==> config.mk <==
export PLATFORM = sky130hd
export DESIGN_NAME = rsx_ctrl
export DESIGN_NICKNAME = d
export VERILOG_FILES = /design/src/sv/rsx_pkg.sv /design/src/sv/rsx_ctrl.sv
export SDC_FILE = /design/constraint.sdc
export NUM_CORES = 1
export LEC_CHECK = 0
export BUFFER_PORTS_ARGS = -buffer_cell sky130_fd_sc_hd__buf_2
export CELL_PAD_IN_SITES_DETAIL_PLACEMENT = 0
export CELL_PAD_IN_SITES_GLOBAL_PLACEMENT = 2
export CORE_MARGIN = 4
export CORE_UTILIZATION = 23
export DETAILED_ROUTE_END_ITERATION = 10
export GPL_ROUTABILITY_DRIVEN = 0
export PLACE_DENSITY_LB_ADDON = 0.1
export SLEW_MARGIN = 20
export SYNTH_ARGS = -nofsm -noshare
export SYNTH_HDL_FRONTEND = slang
export SYNTH_SLANG_ARGS = --single-unit
==> constraint.sdc <==
create_clock -name clk -period 2.7 [get_ports clk]
set_input_delay 0.81 -clock clk [delete_from_list [all_inputs] [get_ports clk]]
set_output_delay 0.81 -clock clk [all_outputs]
set_load 0.1 [all_outputs]
==> src/sv/rsx_pkg.sv <==
// Package: types and constants shared by the RV64 subset execute core.
`default_nettype none
package rsx_pkg;
    localparam logic [6:0] OP_R    = 7'b0110011;
    localparam logic [6:0] OP_I    = 7'b0010011;
    localparam logic [6:0] OP_B    = 7'b1100011;
    localparam logic [6:0] OP_L    = 7'b0000011;
    localparam logic [6:0] OP_S    = 7'b0100011;
    localparam logic [6:0] OP_JAL  = 7'b1101111;
    localparam logic [6:0] OP_JALR = 7'b1100111;
    localparam logic [6:0] F7_ALT  = 7'b0100000;
    localparam logic [6:0] F7_MUL  = 7'b0000001;

    localparam logic [1:0] REQ_START = 2'd0;
    localparam logic [1:0] REQ_EXEC  = 2'd1;
    localparam logic [1:0] REQ_READ  = 2'd2;

    localparam logic [2:0] ST_OK      = 3'd0;
    localparam logic [2:0] ST_STOPPED = 3'd1;
    localparam logic [2:0] ST_ILLEGAL = 3'd2;
    localparam logic [2:0] ST_RANGE   = 3'd3;
    localparam logic [2:0] ST_IDLE    = 3'd4;

    localparam logic [1:0] MODE_IDLE  = 2'd0;
    localparam logic [1:0] MODE_RUN   = 2'd1;
    localparam logic [1:0] MODE_STOP  = 2'd2;
    localparam logic [1:0] MODE_FAULT = 2'd3;

    localparam logic [2:0] CFG_START_PC  = 3'd0;
    localparam logic [2:0] CFG_ARG_ZERO  = 3'd1;
    localparam logic [2:0] CFG_ARG_ONE   = 3'd2;
    localparam logic [2:0] CFG_ARG_TWO   = 3'd3;
    localparam logic [2:0] CFG_ARG_THREE = 3'd4;
    localparam logic [2:0] CFG_STOP_PC   = 3'd5;

    // operation classes decoded by the controller
    localparam logic [3:0] K_ALU    = 4'd0;
    localparam logic [3:0] K_MUL    = 4'd1;
    localparam logic [3:0] K_DIV    = 4'd2;
    localparam logic [3:0] K_BR     = 4'd3;
    localparam logic [3:0] K_LOAD   = 4'd4;
    localparam logic [3:0] K_STORE  = 4'd5;
    localparam logic [3:0] K_JAL    = 4'd6;
    localparam logic [3:0] K_JALR   = 4'd7;
    localparam logic [3:0] K_ILL    = 4'd8;

    typedef struct packed {
        logic [1:0]  req_type;
        logic [31:0] instr_word;
        logic [2:0]  counter_select;
    } rsx_in_t;

    typedef struct packed {
        logic [2:0]  status;
        logic [63:0] next_pc;
        logic [63:0] return_value;
        logic [31:0] counter_value;
    } rsx_out_t;

    // controller to datapath
    typedef struct packed {
        logic       start;     // apply start item
        logic       rd_a;      // read rs1 into operand register
        logic       rd_b;      // read rs2 into operand register
        logic       issue;     // evaluate decoded op (address, alu)
        logic       div_go;    // start divider
        logic       div_step;  // one divider or multiply step
        logic       mem_step;  // one byte of load/store
        logic       commit;    // write back and update pc
        logic       read_cnt;  // build counter read result
        logic       idle_res;  // result with status only
    } rsx_cmd_t;

    // datapath to controller
    typedef struct packed {
        logic [1:0] mode;
        logic       div_done;
        logic       mem_done;
        logic       range_err;
        logic       at_stop;
    } rsx_stat_t;
endpackage
`default_nettype wire

==> src/sv/rsx_ctrl.sv <==
// Controller: handshake, decode and sequencing of each item.
`default_nettype none
module rsx_ctrl (
    input  wire logic              clk,
    input  wire logic              rst_n,
    input  wire logic              in_valid,
    output logic                   in_stall,
    input  wire rsx_pkg::rsx_in_t  in_item,
    output logic                   out_valid,
    input  wire logic              out_stall,
    output rsx_pkg::rsx_cmd_t      cmd,
    input  wire rsx_pkg::rsx_stat_t stat,
    output rsx_pkg::rsx_in_t       item,
    output logic [3:0]             kind,
    output logic [2:0]             status
);
    import rsx_pkg::*;
    localparam logic [2:0] S_IDLE = 3'd0;
    localparam logic [2:0] S_RD   = 3'd1;
    localparam logic [2:0] S_EX   = 3'd2;
    localparam logic [2:0] S_DIV  = 3'd3;
    localparam logic [2:0] S_MEM  = 3'd4;
    localparam logic [2:0] S_CMT  = 3'd5;
    localparam logic [2:0] S_OUT  = 3'd6;

    logic [2:0] state_reg, state_next;
    rsx_in_t    item_reg;
    logic       ov_reg, ov_next;
    logic [3:0] kind_c;
    logic [6:0] op, f7;
    logic [2:0] f3;
    logic       accept;

    assign op = item_reg.instr_word[6:0];
    assign f3 = item_reg.instr_word[14:12];
    assign f7 = item_reg.instr_word[31:25];

    always_comb
    begin
        kind_c = K_ILL;
        case (op)
            OP_R:
                if (f7 == 7'd0 && (f3 == 3'd0 || f3 == 3'd1 || f3 == 3'd5 || f3 == 3'd7))
                    kind_c = K_ALU;
                else if (f7 == F7_ALT && f3 == 3'd0)
                    kind_c = K_ALU;
                else if (f7 == F7_MUL && f3 == 3'd0)
                    kind_c = K_MUL;
                else if (f7 == F7_MUL && (f3 == 3'd4 || f3 == 3'd6))
                    kind_c = K_DIV;
            OP_I:
                if (f3 == 3'd0 ||
                    ((f3 == 3'd1 || f3 == 3'd5) && item_reg.instr_word[31:26] == 6'd0))
                    kind_c = K_ALU;
            OP_B:
                if (f3 == 3'd0 || f3 == 3'd1 || f3 == 3'd4 || f3 == 3'd5)
                    kind_c = K_BR;
            OP_L:
                if (f3 == 3'd0 || f3 == 3'd2 || f3 == 3'd3)
                    kind_c = K_LOAD;
            OP_S:
                if (f3 == 3'd0 || f3 == 3'd2 || f3 == 3'd3)
                    kind_c = K_STORE;
            OP_JAL:  kind_c = K_JAL;
            OP_JALR: if (f3 == 3'd0) kind_c = K_JALR;
            default: kind_c = K_ILL;
        endcase
    end

    assign accept = in_valid && !in_stall;
    assign in_stall = state_reg != S_IDLE;

    always_comb
    begin
        state_next = state_reg;
        ov_next    = ov_reg;
        cmd        = '0;
        status     = ST_OK;
        if (ov_reg && !out_stall)
            ov_next = 1'b0;
        case (state_reg)
            S_IDLE:
                if (accept)
                    state_next = S_RD;
            S_RD:
            begin
                if (item_reg.req_type == REQ_START)
                begin
                    // pc and a0 feed the waiting transfer, so hold start until it leaves
                    if (!ov_reg || !out_stall)
                    begin
                        cmd.start  = 1'b1;
                        state_next = S_CMT;
                    end
                end
                else if (item_reg.req_type == REQ_EXEC && stat.mode == MODE_RUN)
                begin
                    cmd.rd_a   = 1'b1;
                    cmd.rd_b   = 1'b1;
                    state_next = S_EX;
                end
                else
                    state_next = S_CMT;
            end
            S_EX:
            begin
                cmd.issue = 1'b1;
                cmd.div_go = kind_c == K_DIV || kind_c == K_MUL;
                if (kind_c == K_DIV || kind_c == K_MUL)
                    state_next = S_DIV;
                else if (kind_c == K_LOAD || kind_c == K_STORE)
                    state_next = S_MEM;
                else
                    state_next = S_CMT;
            end
            S_DIV:
            begin
                if (stat.div_done)
                    state_next = S_CMT;
                else
                    cmd.div_step = 1'b1;
            end
            S_MEM:
            begin
                if (stat.range_err || stat.mem_done)
                    state_next = S_CMT;
                else
                    cmd.mem_step = 1'b1;
            end
            S_CMT:
            begin
                if (!ov_reg || !out_stall)
                begin
                    if (item_reg.req_type == REQ_START)
                    begin
                        cmd.idle_res = 1'b1;
                        status = (stat.mode == MODE_STOP) ? ST_STOPPED : ST_OK;
                    end
                    else if (item_reg.req_type == REQ_EXEC)
                    begin
                        if (stat.mode != MODE_RUN)
                        begin
                            cmd.idle_res = 1'b1;
                            status = ST_IDLE;
                        end
                        else
                        begin
                            cmd.commit = 1'b1;
                            if (kind_c == K_ILL)
                                status = ST_ILLEGAL;
                            else if ((kind_c == K_LOAD || kind_c == K_STORE) && stat.range_err)
                                status = ST_RANGE;
                            else if (stat.at_stop)
                                status = ST_STOPPED;
                        end
                    end
                    else
                    begin
                        cmd.read_cnt = 1'b1;
                        status = (stat.mode == MODE_RUN) ? ST_OK :
                                 (stat.mode == MODE_STOP) ? ST_STOPPED : ST_IDLE;
                    end
                    ov_next    = 1'b1;
                    state_next = S_OUT;
                end
            end
            S_OUT:
                state_next = S_IDLE;
            default:
                state_next = S_IDLE;
        endcase
    end

    always_ff @(posedge clk or negedge rst_n)
    begin
        if (!rst_n)
        begin
            state_reg <= S_IDLE;
            ov_reg    <= 1'b0;
        end
        else
        begin
            state_reg <= state_next;
            ov_reg    <= ov_next;
        end
    end

    always_ff @(posedge clk)
    begin
        if (accept)
            item_reg <= in_item;
    end

    assign out_valid = ov_reg;
    assign item      = item_reg;
    assign kind      = kind_c;

    a_one_cmd: assert property (@(posedge clk) disable iff (!rst_n)
        $onehot0({cmd.start, cmd.commit, cmd.read_cnt, cmd.idle_res}))
        else $error("more than one result command");
    a_res_hold: assert property (@(posedge clk) disable iff (!rst_n)
        (ov_reg && out_stall) |=> ov_reg) else $error("result dropped");
    a_accept_idle: assert property (@(posedge clk) disable iff (!rst_n)
        accept |=> state_reg == S_RD) else $error("accept out of idle");
endmodule
`default_nettype wire
# [After elaboration in Yosys (flattened, before gate mapping)]
# Index checks and enable logic that the tools add are counted.
[word_totals] reg_bits=41 inputBits=47 output_inout_bits=56 wordCells=126
[op_classes] n_eq_ne=35 muxes=53 reduce_logical=33
[op_table] op="$mux W3" n=20
[op_table] op="$mux W4" n=9
[op_table] op="$pmux W4 S7" n=1
[op_table] op="$eq A7 B6 Y1 const B" n=3
[op_table] op="$eq A7 B7 Y1 const B" n=3
[op_table] op="$eq A3 B3 Y1 const B" n=6
[op_table] op="$mux W1" n=18
[op_table] op="$pmux W3 S6" n=1
[op_table] op="$logic_or A1 B1 Y1" n=14
[op_table] op="$eq A3 B2 Y1 const B" n=4
[op_table] op="$logic_and A1 B1 Y1" n=9
[op_table] op="$eq A4 B3 Y1 const B" n=2
[op_table] op="$mux W2" n=4
[op_table] op="$ne A2 B2 Y1 const B" n=4
[op_table] op="$eq A7 B1 Y1 const B" n=1
[op_table] op="$eq A7 B2 Y1 const B" n=1
[op_table] op="$eq A7 B5 Y1 const B" n=1
[op_table] op="$logic_not A7 Y1" n=1
[op_table] op="$eq A3 B1 Y1 const B" n=2
[op_table] op="$logic_not A3 Y1" n=2
[op_table] op="$logic_not A6 Y1" n=1
[op_table] op="$reduce_and A5 Y1" n=1
[op_table] op="$eq A2 B1 Y1 const B" n=2
[op_table] op="$eq A4 B1 Y1 const B" n=1
[op_table] op="other kinds (8)" n=10

# [Depth between registers and ports, before layout]
[depth] word_depth=18 depth_mapped=7 ltp_nobuf=7

# [Worst setup path after synthesis]
# Ideal clock, no wire load.
[synth_timing] path_type="register -> output" from="reg item_reg (netlist bit item[35])" to="out cmd[8] (netlist name)" arrival_ns=4.183 required_ns=1.890 slack_ns=-2.293 path_stages_with_launch=4 n_path_buf=1 cell_sequence="edfxtp_1 nand3b_1 nor3b_1 buf_4"
[synth_rtl] element="start, declared" line_no="rsx_ctrl.sv:27" rtl="rsx_in_t item_reg;"
[synth_rtl] element="start signal, assigned" line_no="rsx_ctrl.sv:191" rtl="item_reg <= in_item;"
[synth_rtl] element="end, declared" line_no="rsx_ctrl.sv:11" rtl="output rsx_pkg::rsx_cmd_t cmd,"

# [Final worst setup path]
[layout_timing] from="reg item_reg (netlist bit item[6])" to="out status[1]"
[layout_between] elab_chain_cells=12 elab_cells_between_ends=20 cone_classes="eq/ne (10); mux (8); reduce/logical (2)"
[layout_lines] element="$eq A7 B7 Y1, or another cell as far along" line_no="rsx_ctrl.sv:41" rtl="case (op)"
[layout_lines] element="$pmux W4 S7 (*)" line_no="rsx_ctrl.sv:41"
[layout_lines] element="$eq A4 B3 Y1" line_no="rsx_ctrl.sv:151" rtl="else if ((kind_c == K_LOAD || kind_c == K_STORE) && stat.range_err)"
[layout_lines] element="$logic_or A1 B1 Y1" line_no="rsx_ctrl.sv:151"
[layout_lines] element="$logic_and A1 B1 Y1" line_no="rsx_ctrl.sv:151"
[layout_lines] element="$mux W3" line_no="rsx_ctrl.sv:151"
[layout_lines] element="$mux W3 (*)" line_no="rsx_ctrl.sv:149" rtl="if (kind_c == K_ILL)"
[layout_lines] element="$mux W3 (*)" line_no="rsx_ctrl.sv:141" rtl="if (stat.mode != MODE_RUN)"
[layout_lines] element="$mux W3 (*)" line_no="rsx_ctrl.sv:139" rtl="else if (item_reg.req_type == REQ_EXEC)"
[layout_lines] element="$mux W3 (*)" line_no="rsx_ctrl.sv:134" rtl="if (item_reg.req_type == REQ_START)"
[layout_lines] element="$mux W3 (*)" line_no="rsx_ctrl.sv:132" rtl="if (!ov_reg || !out_stall)"
[layout_lines] element="$mux W3 (*)" line_no="rsx_ctrl.sv:81" rtl="case (state_reg)"
[layout_lines] element="end, declared" line_no="rsx_ctrl.sv:15" rtl="output logic [2:0] status"
# Every way passes the cells marked *; elsewhere a longest branch is shown, timed or not.

==> metrics.txt <==
grt ovf 0; io pins approximately 100; Critical Path Source Type flop; post-synth top area cell edfxtp_1; share of cells above drive strength 1 ~64%; largest net degree at the start of global routing 38; initial antenna violation count 0; max frequency 0.348 GHz; clock-pin slew on the worst setup and hold paths 80 ps; Area growth, synth to finish 83.3%; peak supply drop 0.302 mV; Cells after Synth 147; WP buf/inv 1; Crit path max-delay family simple AND/OR/NAND/NOR gates; arrival time worst endpoint 2060 ps; RSZ-0062 raised after global routing yes; GRT Total Usage approximately an eighth; Crit. End Element output pin; filler cell count in the final layout 759; crit share post-route 106%; via/cell ratio approximately 4.3; critical path's slowest cell edfxtp_1; Slew Viols, Final 0; Routed wire per std cell 14.3 um; failing checks setup timing; hold crit path type in -> async; DP Cell Count 366; DR DRC count 0; Syn. warnings 0; number of global-route vias before repair 1830; worst clock skew 4.54 ps; ANT nets after route 0; PwrDens around 900 mW/mm^2; DR vias 1698; Final Hold Fails 0; max reg flops 37; synth top area cells edfxtp_1 60%, dfrtp_1 5.4%, nor2_1 2.9%; commonest cells in the netlist 37 x edfxtp_1, 14 x nor2_1, 11 x nand2_1; clock latency on the worst-skew pair 280 ps; row count 32; number of max-cap violations 0; die area 0.00949 sq mm; Primary FF master, synth edfxtp_1; number of distinct library cells after synthesis 38; Slew HR between 60% and 70%; area of the multi-input gates approximately 840 sq um; crit path time final 2870 ps; CTS tree done; Setup WS post-layout -171 ps; critical path type reg -> out; Buffers on Ports 102; routed wire length 5.62 mm; Synth Area per Inst 12.5 sq um; crit-path max cell delay ~380 ps; nets 338; CTS Buf Count 5; pre-CTS setup slack -37.3 ps; syn_nets 196; dpl hpwl around 4.3 mm; post-synthesis sequential area ratio approximately two thirds; number of synthesized flops with an enable pin 37; Yosys top cell area share between 60% and 70%; n_diodes 0; Core ar. 0.00777 sq mm; Critical Path Fanout Max 4; Root Buffer clkbuf_8; fraction of registers with async set/reset 9.76%; Chip Height 97.4 um; first-pass GRT wire length 9.10 mm; Iteration-0 DRC Markers 66; die width between 90 and 100 um; Initial Util about a quarter; critical path required time 1890 ps; status finished with violations; Slew @ Worst Pin 498 ps; clk buf depth 2; # clock sinks 41; Fin Hold WS 316 ps; Post-Synthesis Cell Area 0.00184 sq mm; Final Non-Filler Cells 392; flop and latch count out of synthesis 41; top-count cell post-synth edfxtp_1; CP cell instances and4bb_2 -> nor2b_4 -> and3_4 -> nand2_4 -> a311oi_4 -> buf_12; DRT Pass-1 Iters 4; Seq. cell area between 0.001 and 0.0015 sq mm; setup violators final 8; H-tree levels 2; leakage 1.40 nW
power by group:
group | total, mW | switching [mW] | internal [mW]
clock | 0.491 | 0.213 | 0.278
sequential | 0.901 | 0.0768 | 0.824
combinational | 1.58 | 1.18 | 0.404
total | 2.97 | 1.47 | 1.51
final timing paths:
kind	depth (start not counted)	slack, ps	start	end
worst max-delay path	6	-170	item[6]	status[1]
worst min-delay path	1	320	rst_n	state_reg[2]
worst max register to register	4	810	state_reg[0]	item[9]
worst min register to register	2	580	out_valid	out_valid
max in group asynchronous	1	2250	rst_n	out_valid
min in group clk	2	580	out_valid	out_valid
kinds of logic after synthesis:
logic type,count (synthesis),share of synthesized area (%)
AO/OA/AOI/OAI,32,11.4
AND/OR/NAND/NOR,58,18.0
adder cells (fa/ha/maj),2,1.36
buffers and inverters,13,2.86
flip-flops,41,65.9
multiplexers,1,0.544
area by class of cell:
| cell class | count | area share, % |
|---|---|---|
| Clock buffer | 6 | 2.15 |
| Clock inverter | 2 | 1.15 |
| Inverter | 10 | 1.26 |
| Multi-Input combinational cell | 93 | 24.8 |
| Sequential cell | 41 | 36.0 |
| Tap cell | 102 | 3.78 |
| Timing Repair Buffer | 138 | 30.9 |
routing by layer:
metal | wire length [um] | part of all wire (%) | GRT usage (%) | up-vias
met1 | 2400 | 43 | 14.7 | 794
met3 | 481 | 8.6 | 4.38 | 4
met2 | 2700 | 48 | 19.6 | 66
met5 | 0 | 0 | 0 | -
met4 | 42 | 0.75 | 2.56 | 0
li1 | - | - | - | 834
what timing repair did:
action,CTS,global route
resized for setup,18,8
pin swaps,13,4
buffers inserted,14,4
endpoints found under the setup margin,9,10
hold buffers,0,0
cell usage in the layout (no fill, tap or decap), drive strengths merged, types with 5 or more instances in the layout:
cell type / count
buf: 138
edfxtp: 37
nor2: 14
nand2: 11
inv: 10
o21ai: 9
a21oi: 7
nand2b: 6
clkbuf: 6
or3: 5
through the flow:
step	instance area (sq um)	TNS [ps]	util (%)	total power, mW
final	3370	-838	43.4	2.97
after detailed placement	3020	-89.4	38.9	2.45
after CTS	3310	-948	42.6	2.99
after global routing	3370	-1520	43.4	3.13
after floorplan	2020	-7120	-	2.06
after global placement	3020	0	38.9	2.46
Note: power is estimated with default switching activity, not from simulation.
